### config.mk
export PLATFORM = sky130hd
export DESIGN_NAME = spectrum_band_amplitude_averager
export DESIGN_NICKNAME = d
export VERILOG_FILES = /design/src/rtl/sbaa_pkg.sv /design/src/rtl/sbaa_sqrt.sv /design/src/rtl/spectrum_band_amplitude_averager.sv
export VERILOG_INCLUDE_DIRS = /design/src /design/src/rtl
export SDC_FILE = /design/constraint.sdc
export NUM_CORES = 2
export LEC_CHECK = 0
export BUFFER_PORTS_ARGS = -buffer_cell sky130_fd_sc_hd__buf_2
export CAP_MARGIN = 20
export CORE_MARGIN = 2
export CORE_UTILIZATION = 66
export CTS_CLUSTER_SIZE = 16
export DETAILED_ROUTE_END_ITERATION = 10
export GPL_TIMING_DRIVEN = 0
export PLACE_DENSITY_LB_ADDON = 0.05
export SLEW_MARGIN = 20
export SYNTH_ARGS = -nofsm -noshare
export SYNTH_HDL_FRONTEND = slang
export SYNTH_SLANG_ARGS = --single-unit
export TNS_END_PERCENT = 10
### constraint.sdc
create_clock -name clk -period 14.8 [get_ports clk]
set_input_delay 2.96 -clock clk [delete_from_list [all_inputs] [get_ports clk]]
set_output_delay 2.96 -clock clk [all_outputs]
set_load 0.02 [all_outputs]
### src/rtl/spectrum_band_amplitude_averager_macros.svh
// ----------------------------------------------------------------------------
// spectrum band amplitude averager assertion macros
// shared assertion wrappers, clocked on clk with the synchronous rst_n
// ----------------------------------------------------------------------------
`ifndef SPECTRUM_BAND_AMPLITUDE_AVERAGER_MACROS_SVH
`define SPECTRUM_BAND_AMPLITUDE_AVERAGER_MACROS_SVH

// checked only out of reset
`define SBAA_ASSERT(lbl, prop, msg) \
  lbl: assert property (@(posedge clk) disable iff (!rst_n) prop) else $error(msg);

// checked at every edge, reset included
`define SBAA_ASSERT_RST(lbl, prop, msg) \
  lbl: assert property (@(posedge clk) prop) else $error(msg);

`endif

### src/rtl/sbaa_pkg.sv
// ----------------------------------------------------------------------------
// sbaa_pkg
// types and constants of the spectrum band amplitude averager
// ----------------------------------------------------------------------------
`timescale 1ns / 1ps
`default_nettype none

package sbaa_pkg;

  localparam int MAX_GROUP = 1024;
  localparam int SAMPLE_W  = 16;
  localparam int GRP_W     = 11;
  localparam int SCALE_W   = 32;
  localparam int ACC_W     = 43;
  localparam int AMP_W     = 38;
  localparam int RAD_W     = 2 * AMP_W;
  localparam int REM_W     = AMP_W + 4;
  localparam int CNT_W     = 6;
  localparam int CFG_IDX_W = 1;
  localparam int CFG_W     = 32;

  localparam logic [CFG_IDX_W-1:0] REG_GROUP_SIZE  = 1'b0;
  localparam logic [CFG_IDX_W-1:0] REG_POWER_SCALE = 1'b1;

  typedef struct packed {
    logic signed [SAMPLE_W-1:0] bin_real;
    logic signed [SAMPLE_W-1:0] bin_imag;
    logic                       spectrum_end;
  } in_item_t;

  typedef struct packed {
    logic [AMP_W-1:0] amplitude;
    logic             group_valid;
    logic             row_end;
  } out_item_t;

endpackage

`default_nettype wire

### src/rtl/sbaa_sqrt.sv
// ----------------------------------------------------------------------------
// sbaa_sqrt
// digit-by-digit integer square root, one root bit per cycle
// ----------------------------------------------------------------------------
`timescale 1ns / 1ps
`default_nettype none

module sbaa_sqrt
  import sbaa_pkg::*;
(
  input  wire logic             clk,
  input  wire logic             rst_n,
  input  wire logic             start,
  input  wire logic [RAD_W-1:0] radicand,
  output logic                  done,
  output logic [AMP_W-1:0]      root
);

  logic             busy_r, busy_nxt;
  logic             done_r, done_nxt;
  logic [CNT_W-1:0] cnt_r, cnt_nxt;
  logic [RAD_W-1:0] rad_r, rad_nxt;
  logic [REM_W-1:0] rem_r, rem_nxt;
  logic [AMP_W-1:0] root_r, root_nxt;
  logic [REM_W-1:0] rem_sh;
  logic [REM_W-1:0] trial;

  always_comb begin
    busy_nxt = busy_r;
    done_nxt = 1'b0;
    cnt_nxt  = cnt_r;
    rad_nxt  = rad_r;
    rem_nxt  = rem_r;
    root_nxt = root_r;
    rem_sh   = {rem_r[REM_W-3:0], rad_r[RAD_W-1 -: 2]};
    trial    = {{(REM_W-AMP_W-2){1'b0}}, root_r, 2'b01};
    if (start) begin
      busy_nxt = 1'b1;
      cnt_nxt  = CNT_W'(AMP_W - 1);
      rad_nxt  = radicand;
      rem_nxt  = '0;
      root_nxt = '0;
    end else if (busy_r) begin
      rad_nxt = {rad_r[RAD_W-3:0], 2'b00};
      if (rem_sh >= trial) begin
        rem_nxt  = rem_sh - trial;
        root_nxt = {root_r[AMP_W-2:0], 1'b1};
      end else begin
        rem_nxt  = rem_sh;
        root_nxt = {root_r[AMP_W-2:0], 1'b0};
      end
      cnt_nxt = cnt_r - 1'b1;
      if (cnt_r == '0) begin
        busy_nxt = 1'b0;
        done_nxt = 1'b1;
      end
    end
  end

  always_ff @(posedge clk) begin
    if (!rst_n) begin
      busy_r <= 1'b0;
      done_r <= 1'b0;
      cnt_r  <= '0;
    end else begin
      busy_r <= busy_nxt;
      done_r <= done_nxt;
      cnt_r  <= cnt_nxt;
    end
    rad_r  <= rad_nxt;
    rem_r  <= rem_nxt;
    root_r <= root_nxt;
  end

  assign done = done_r;
  assign root = root_r;

endmodule

`default_nettype wire

### src/rtl/spectrum_band_amplitude_averager.sv
// ----------------------------------------------------------------------------
// spectrum_band_amplitude_averager
// band-averaged amplitude spectrum: sums bin power over groups of bins and
// gives the square root of the scaled group power
// ----------------------------------------------------------------------------
// A bin that does not close a group passes through S_SQRE, S_SQIM and S_ACC
// before the next bin is taken: the squares of its real and imaginary parts
// share one 32x32 multiplier and are added in S_SQIM and S_ACC. A bin that
// closes a group then takes two more passes through the same multiplier for
// the 43x32 product of power and scale, then a one-bit-per-cycle square root
// over 38 root bits, then the result register. A spectrum end on a partial
// group drops its sum and gives a row-end item. The result register lets the
// next bin in while a result still waits.
`timescale 1ns / 1ps
`default_nettype none

`include "spectrum_band_amplitude_averager_macros.svh"

module spectrum_band_amplitude_averager
  import sbaa_pkg::*;
(
  input  wire logic                 clk,
  input  wire logic                 rst_n,
  input  wire logic                 in_valid,
  output logic                      in_stall,
  input  wire in_item_t             in_data,
  output logic                      out_valid,
  input  wire logic                 out_stall,
  output out_item_t                 out_data,
  input  wire logic                 cfg_we,
  input  wire logic [CFG_IDX_W-1:0] cfg_index,
  input  wire logic [CFG_W-1:0]     cfg_data
);

  localparam logic [3:0] S_IDLE = 4'd0;
  localparam logic [3:0] S_SQRE = 4'd1;
  localparam logic [3:0] S_SQIM = 4'd2;
  localparam logic [3:0] S_ACC  = 4'd3;
  localparam logic [3:0] S_MLO  = 4'd4;
  localparam logic [3:0] S_MHI  = 4'd5;
  localparam logic [3:0] S_MSUM = 4'd6;
  localparam logic [3:0] S_ROOT = 4'd7;
  localparam logic [3:0] S_OUT  = 4'd8;

  logic [3:0]          state_r, state_nxt;
  logic [GRP_W-1:0]    group_size_r;
  logic [SCALE_W-1:0]  power_scale_r;
  logic [ACC_W-1:0]    acc_r, acc_nxt;
  logic [GRP_W-1:0]    cnt_r, cnt_nxt;
  logic [SAMPLE_W-1:0] re_r, im_r;
  logic                last_r;
  logic [63:0]         prod_r, wide_r, prod_w;
  logic [31:0]         mul_a, mul_b;
  logic [AMP_W-1:0]    res_amp_r, res_amp_nxt;
  logic                res_gv_r, res_gv_nxt;
  logic                out_valid_r, out_valid_nxt;
  out_item_t           out_data_r, out_data_nxt;
  logic [GRP_W-1:0]    grp_eff;
  logic [GRP_W-1:0]    cnt_inc;
  logic                in_acc;
  logic                out_free;
  logic                sqrt_start;
  logic                sqrt_done;
  logic [RAD_W-1:0]    radicand;
  logic [AMP_W-1:0]    sqrt_root;
  logic [SAMPLE_W-1:0] re_mag, im_mag;

  assign in_stall = (state_r != S_IDLE);
  assign in_acc   = in_valid && !in_stall;
  assign out_free = !out_valid_r || !out_stall;

  // magnitude of a two's complement sample, most negative value wraps to itself
  assign re_mag = in_data.bin_real[SAMPLE_W-1] ? SAMPLE_W'(~in_data.bin_real + 1'b1)
                                               : SAMPLE_W'(in_data.bin_real);
  assign im_mag = in_data.bin_imag[SAMPLE_W-1] ? SAMPLE_W'(~in_data.bin_imag + 1'b1)
                                               : SAMPLE_W'(in_data.bin_imag);

  always_comb begin
    priority if (group_size_r == '0) begin
      grp_eff = GRP_W'(1);
    end else if (group_size_r > GRP_W'(MAX_GROUP)) begin
      grp_eff = GRP_W'(MAX_GROUP);
    end else begin
      grp_eff = group_size_r;
    end
  end

  assign cnt_inc = cnt_r + 1'b1;

  // shared multiplier
  always_comb begin
    unique case (state_r)
      S_SQRE: begin
        mul_a = {16'b0, re_r};
        mul_b = {16'b0, re_r};
      end
      S_SQIM: begin
        mul_a = {16'b0, im_r};
        mul_b = {16'b0, im_r};
      end
      S_MLO: begin
        mul_a = acc_r[31:0];
        mul_b = power_scale_r;
      end
      S_MHI: begin
        mul_a = {{(64-ACC_W){1'b0}}, acc_r[ACC_W-1:32]};
        mul_b = power_scale_r;
      end
      default: begin
        mul_a = '0;
        mul_b = '0;
      end
    endcase
  end

  assign prod_w = 64'(mul_a) * 64'(mul_b);

  assign radicand = {1'b0, prod_r[ACC_W-1:0], 32'b0} + {{(RAD_W-64){1'b0}}, wide_r};
  assign sqrt_start = (state_r == S_MSUM);

  sbaa_sqrt u_sqrt (
    .clk      (clk),
    .rst_n    (rst_n),
    .start    (sqrt_start),
    .radicand (radicand),
    .done     (sqrt_done),
    .root     (sqrt_root)
  );

  always_comb begin
    state_nxt     = state_r;
    acc_nxt       = acc_r;
    cnt_nxt       = cnt_r;
    res_amp_nxt   = res_amp_r;
    res_gv_nxt    = res_gv_r;
    out_valid_nxt = out_valid_r && out_stall;
    out_data_nxt  = out_data_r;
    unique case (state_r)
      S_IDLE: begin
        if (in_acc) begin
          state_nxt = S_SQRE;
        end
      end
      S_SQRE: begin
        state_nxt = S_SQIM;
      end
      S_SQIM: begin
        acc_nxt   = acc_r + prod_r[ACC_W-1:0];
        state_nxt = S_ACC;
      end
      S_ACC: begin
        priority if (cnt_inc >= grp_eff) begin
          acc_nxt   = acc_r + prod_r[ACC_W-1:0];
          cnt_nxt   = '0;
          state_nxt = S_MLO;
        end else if (last_r) begin
          acc_nxt     = '0;
          cnt_nxt     = '0;
          res_amp_nxt = '0;
          res_gv_nxt  = 1'b0;
          state_nxt   = S_OUT;
        end else begin
          acc_nxt   = acc_r + prod_r[ACC_W-1:0];
          cnt_nxt   = cnt_inc;
          state_nxt = S_IDLE;
        end
      end
      S_MLO: begin
        state_nxt = S_MHI;
      end
      S_MHI: begin
        state_nxt = S_MSUM;
      end
      S_MSUM: begin
        acc_nxt   = '0;
        state_nxt = S_ROOT;
      end
      S_ROOT: begin
        if (sqrt_done) begin
          res_amp_nxt = sqrt_root;
          res_gv_nxt  = 1'b1;
          state_nxt   = S_OUT;
        end
      end
      S_OUT: begin
        if (out_free) begin
          out_valid_nxt            = 1'b1;
          out_data_nxt.amplitude   = res_amp_r;
          out_data_nxt.group_valid = res_gv_r;
          out_data_nxt.row_end     = last_r;
          state_nxt                = S_IDLE;
        end
      end
      default: begin
        state_nxt = S_IDLE;
      end
    endcase
  end

  always_ff @(posedge clk) begin
    if (!rst_n) begin
      state_r       <= S_IDLE;
      acc_r         <= '0;
      cnt_r         <= '0;
      out_valid_r   <= 1'b0;
      group_size_r  <= GRP_W'(1);
      power_scale_r <= '0;
    end else begin
      state_r     <= state_nxt;
      acc_r       <= acc_nxt;
      cnt_r       <= cnt_nxt;
      out_valid_r <= out_valid_nxt;
      if (cfg_we) begin
        unique case (cfg_index)
          REG_GROUP_SIZE:  group_size_r  <= cfg_data[GRP_W-1:0];
          REG_POWER_SCALE: power_scale_r <= cfg_data[SCALE_W-1:0];
        endcase
      end
    end
    if (in_acc) begin
      re_r   <= re_mag;
      im_r   <= im_mag;
      last_r <= in_data.spectrum_end;
    end
    prod_r     <= prod_w;
    if (state_r == S_MHI) begin
      wide_r <= prod_r;
    end
    res_amp_r  <= res_amp_nxt;
    res_gv_r   <= res_gv_nxt;
    out_data_r <= out_data_nxt;
  end

  assign out_valid = out_valid_r;
  assign out_data  = out_data_r;

  `SBAA_ASSERT(a_accept_starts_work, in_acc |=> state_r == S_SQRE, "item accepted but work did not start")
  `SBAA_ASSERT(a_count_in_range, cnt_r < GRP_W'(MAX_GROUP), "group bin count out of range")
  `SBAA_ASSERT(a_root_only_waited, sqrt_done |-> state_r == S_ROOT, "square root finished while not awaited")
  `SBAA_ASSERT(a_invalid_is_row_end, out_valid && !out_data.group_valid |-> out_data.row_end && out_data.amplitude == '0, "invalid result without row end or with amplitude")
  `SBAA_ASSERT_RST(a_reset_clears_out, !rst_n |=> !out_valid_r, "result valid after reset")

endmodule

`default_nettype wire

==> flow_summary.toml <==
[worst_setup_path]
worstSetupStartpointType = "flip-flop"
r2r.worst_path.cells = 31
r2r_slack_ns = 2.87
cp_data_required_time_ns = 15.30
most_prevalent_standard_cell_on_the_critical_path = "sky130_fd_sc_hd__fa_1"
crit_path_top_delay_cell = "sky130_fd_sc_hd__clkbuf_1"
worst-endpoint-arrival_ns = 12.43
worst_r2r_endpoint = "prod_r[58]$_DFF_P_"
worst_setup_path_end_kind = "flip-flop"
largest_fanout_on_the_critical_path = 10
timing.critical_path.from = "state_r[2]$_SDFFE_PN0P_"
critPathKind = "reg2reg"
regToRegStartpoint = "state_r[2]$_SDFFE_PN0P_"
cp_slowest_stage_delay_ns = 0.67

[cts]
clkSinkCount = 504
htree_num_levels = 2
bufs_on_longest_clock_path = 3
buffer_cell_driving_the_clock_tree_root = "sky130_fd_sc_hd__clkbuf_16"
worst_setup_hold_path_clk_slew_ns = 0.07
post_cts_buffers = 0
cts_buffers = 51
post_cts_resize_count = 0
cts_tree = "done"
worst_skew_pair.late_latency_ns = 0.62
cts_hold_repair.buffers = 0

[power_and_ir_drop]
power.density_mw_per_mm2 = 80.86
static-leakage-power_nw = 28.77
sw_frac_of_total_pct = 38.52
power.total_mw = 4.981
net-switching-power_mw = 1.919
internal_power_mw = 3.062
power.ir.vdd_worst_mv = 0.1365
combPwrFrac_pct = 37.6
share_clk_of_total_power_pct = 28.7
share_seq_of_total_power_pct = 33.7

[global_route]
first_global_vias = 48360
grt_antenna_before_repair = 11
track_usage_pct = 44.03
grt_pass1_wl_mm = 292.6
grt_start_max_net_pins = 61
gr-total-overflow = 0

[logic_synthesis]
yosys.cell_count.top_type = "sky130_fd_sc_hd__nand2_1"
synth-seq-cells = 504
synth_async_sr_flop_share_pct = 0
synth_nets = 7692
netlist_top_cells_count = "sky130_fd_sc_hd__nand2_1, sky130_fd_sc_hd__inv_1, sky130_fd_sc_hd__fa_1"
synth_flop_cell = "sky130_fd_sc_hd__edfxtp_1"
synth_top_cell_by_area = "sky130_fd_sc_hd__fa_1"
post_synth_top_area_share_pct = 31.22
yosysWarningCount = 0
post_synth_instance_area_sq_mm = 0.05759
synth_edf_count = 252
yosys.cell_types.count = 89
postSynthCellCount = 6330
seq_area_frac_synth_pct = 21.90
synth_top_cells_by_area = "sky130_fd_sc_hd__fa_1, sky130_fd_sc_hd__edfxtp_1, sky130_fd_sc_hd__dfxtp_1"
postSynthAreaPerCell_sq_um = 9.097

[sta]
worst_slew_pin_slew_ns = 1.241
maxClockFrequency_mhz = 83.84
timing_max_transition_violations_final = 0
finalSetupTns_ns = 0
timing.final.setup_violations = 0
slew-limit-headroom_pct = 17.27
fin_hold_ws_ns = 0.3961
report.final.hold_viol_count = 0
rsz0062_at_grt = "false"
finalClockSkew_ns = 0.03456
fin_crit_ns = 11.93
fin_crit_sh_pct = 80.59

[min_path]
hold_path_end = "wide_r[62]$_DFFE_PP_"
worst_hold_path_class = "reg2reg"
worst_hold_path.num_cells = 0
hold_start = "prod_r[62]$_DFF_P_"

[route]
wl_per_cell_um = 25.12
drt_first_pass_iters = 7
drt-vias-per-instance = 6.143
route.final.wire_length_mm = 193.6
dr_drc_count = 0
drtIter0Drc = 4908
antenna_left = 0
detailroute.via_count = 47330

[finish]
final_nets = 7863
post_route_cells_drive_above_1_share_pct = 4.020
area_growth_pct = 6.985
finish.utilization_pct = 71.13

[placed_design]
dp.final_hpwl_mm = 157.8
portBuffers = 112
place_congestion = 1.082

[floorplan]
placeableCoreArea_sq_mm = 0.08662
pin_count = 113
die-width_um = 299.4
initial_core_util_pct = 66.48
fp-row-count = 108
die_area_sq_mm = 0.08963
die_h_um = 299.4

[outcome]
run_status = "finished clean"

[flow_run]
drv.max_cap_violation_count = 0
logic make-up after synthesis:
group           Yosys count  share of synthesized area, %
flops                   504                         21.90
xor+xnor                192                         2.920
buf+inv                1294                         8.500
simple gates           2132                         16.10
mux                      65                         1.141
compound gates          852                         9.678
fa+ha+maj              1291                         39.76
routing by layer:
layer | wire [um] | track usage (%) | up-vias
li1 | - | - | 20540
met5 | 67 | 0 | -
met4 | 17630 | 32.38 | 10
met3 | 20620 | 10.39 | 743
met1 | 69930 | 54.49 | 23420
met2 | 85340 | 67.94 | 2619
final cells by class:
| cell class | count | area [sq um] |
|---|---|---|
| Inverter | 947 | 3557 |
| Timing Repair Buffer | 118 | 680.7 |
| Clock buffer | 64 | 1406 |
| Tap cell | 1155 | 1445 |
| Sequential cell | 504 | 12610 |
| Fill cell | 6881 | 25010 |
| Clock inverter | 30 | 441.7 |
| Antenna cell | 8 | 20.02 |
| Multi-Input combinational cell | 4532 | 40100 |
| Buffer | 347 | 1346 |
worst max-delay path: cells and delay by family, from the launching register on:
| kind | cells | cell delay, ns |
|---|---|---|
| adders and majority gates | 9 | 4.61 |
| and+or+nand+nor | 9 | 3.12 |
| buffers and inverters | 8 | 2.53 |
| AOI/OAI and AO/OA | 4 | 0.98 |
| DFF | 1 | 0.33 |
| xor gates and xnor gates | 1 | 0.22 |
placed cells by master (no fill, tap or decap), drive strengths merged, types with 16 or more instances in the layout:
| master | Yosys | final |
|---|---|---|
| o21ai | 174 | 174 |
| xnor2 | 111 | 111 |
| a21oi | 212 | 212 |
| nor2b | 45 | 45 |
| clkinv | 1 | 16 |
| dfxtp | 252 | 252 |
| nand2b | 27 | 27 |
| a31oi | 25 | 25 |
| o21a | 21 | 21 |
| fa | 898 | 898 |
| o211ai | 17 | 17 |
| inv | 946 | 948 |
| xor2 | 81 | 81 |
| nand2 | 980 | 980 |
| ha | 393 | 393 |
| edfxtp | 252 | 252 |
| mux2i | 60 | 60 |
| nor2 | 613 | 613 |
| clkbuf | 317 | 381 |
| or3 | 29 | 29 |
| a21o | 115 | 115 |
| a211oi | 45 | 45 |
| and3 | 103 | 103 |
| nand3 | 74 | 74 |
| buf | 30 | 148 |
| o31ai | 23 | 23 |
| o21bai | 23 | 23 |
| a21boi | 79 | 79 |
| a22oi | 42 | 42 |
| nand4 | 44 | 44 |
| and2 | 73 | 73 |
| nor3 | 84 | 84 |
state kept, by name, summed over array words and instances (netlist names), 32 cells and up:
name,flops
res_amp_r,38
out_data,40
power_scale_r,32
u_sqrt.root,38
acc_r,43
prod_r,64
wide_r,64
u_sqrt.rad_r,76
u_sqrt.rem_r,40
how the worst max path moves through the flow:
stage / slack, ns / cells after the start / to
after global routing: 2.69 / 31 / prod_r[58]$_DFF_P_
after detailed placement: 3.31 / 31 / prod_r[58]$_DFF_P_
after global placement: 0.59 / 34 / prod_r[62]$_DFF_P_
final: 2.87 / 31 / prod_r[58]$_DFF_P_
after floorplan: 4.21 / 33 / prod_r[58]$_DFF_P_
after CTS: 3.22 / 31 / prod_r[58]$_DFF_P_
power by group through the flow:
stage          clock network [mW]  logic (mW)  registers [mW]
6_report                     1.43        1.87            1.68
3_5_place_dp                    0        1.80            1.70
5_1_grt                      1.48        2.02            1.68
3_3_place_gp                    0        1.76            1.70
4_1_cts                      1.43        1.81            1.67
2_1_floorplan                   0        1.27            1.63
metrics by stage:
step	cells	setup WS [ns]	cell area [sq um]
3_5_place_dp	7603	3.307	59740
2_1_floorplan	6330	4.208	57590
3_3_place_gp	7597	0.5900	59590
5_1_grt	7699	2.692	61590
6_report	7705	2.872	61610
4_1_cts	7697	3.222	61590
Note: power is estimated with default switching activity, not from simulation.
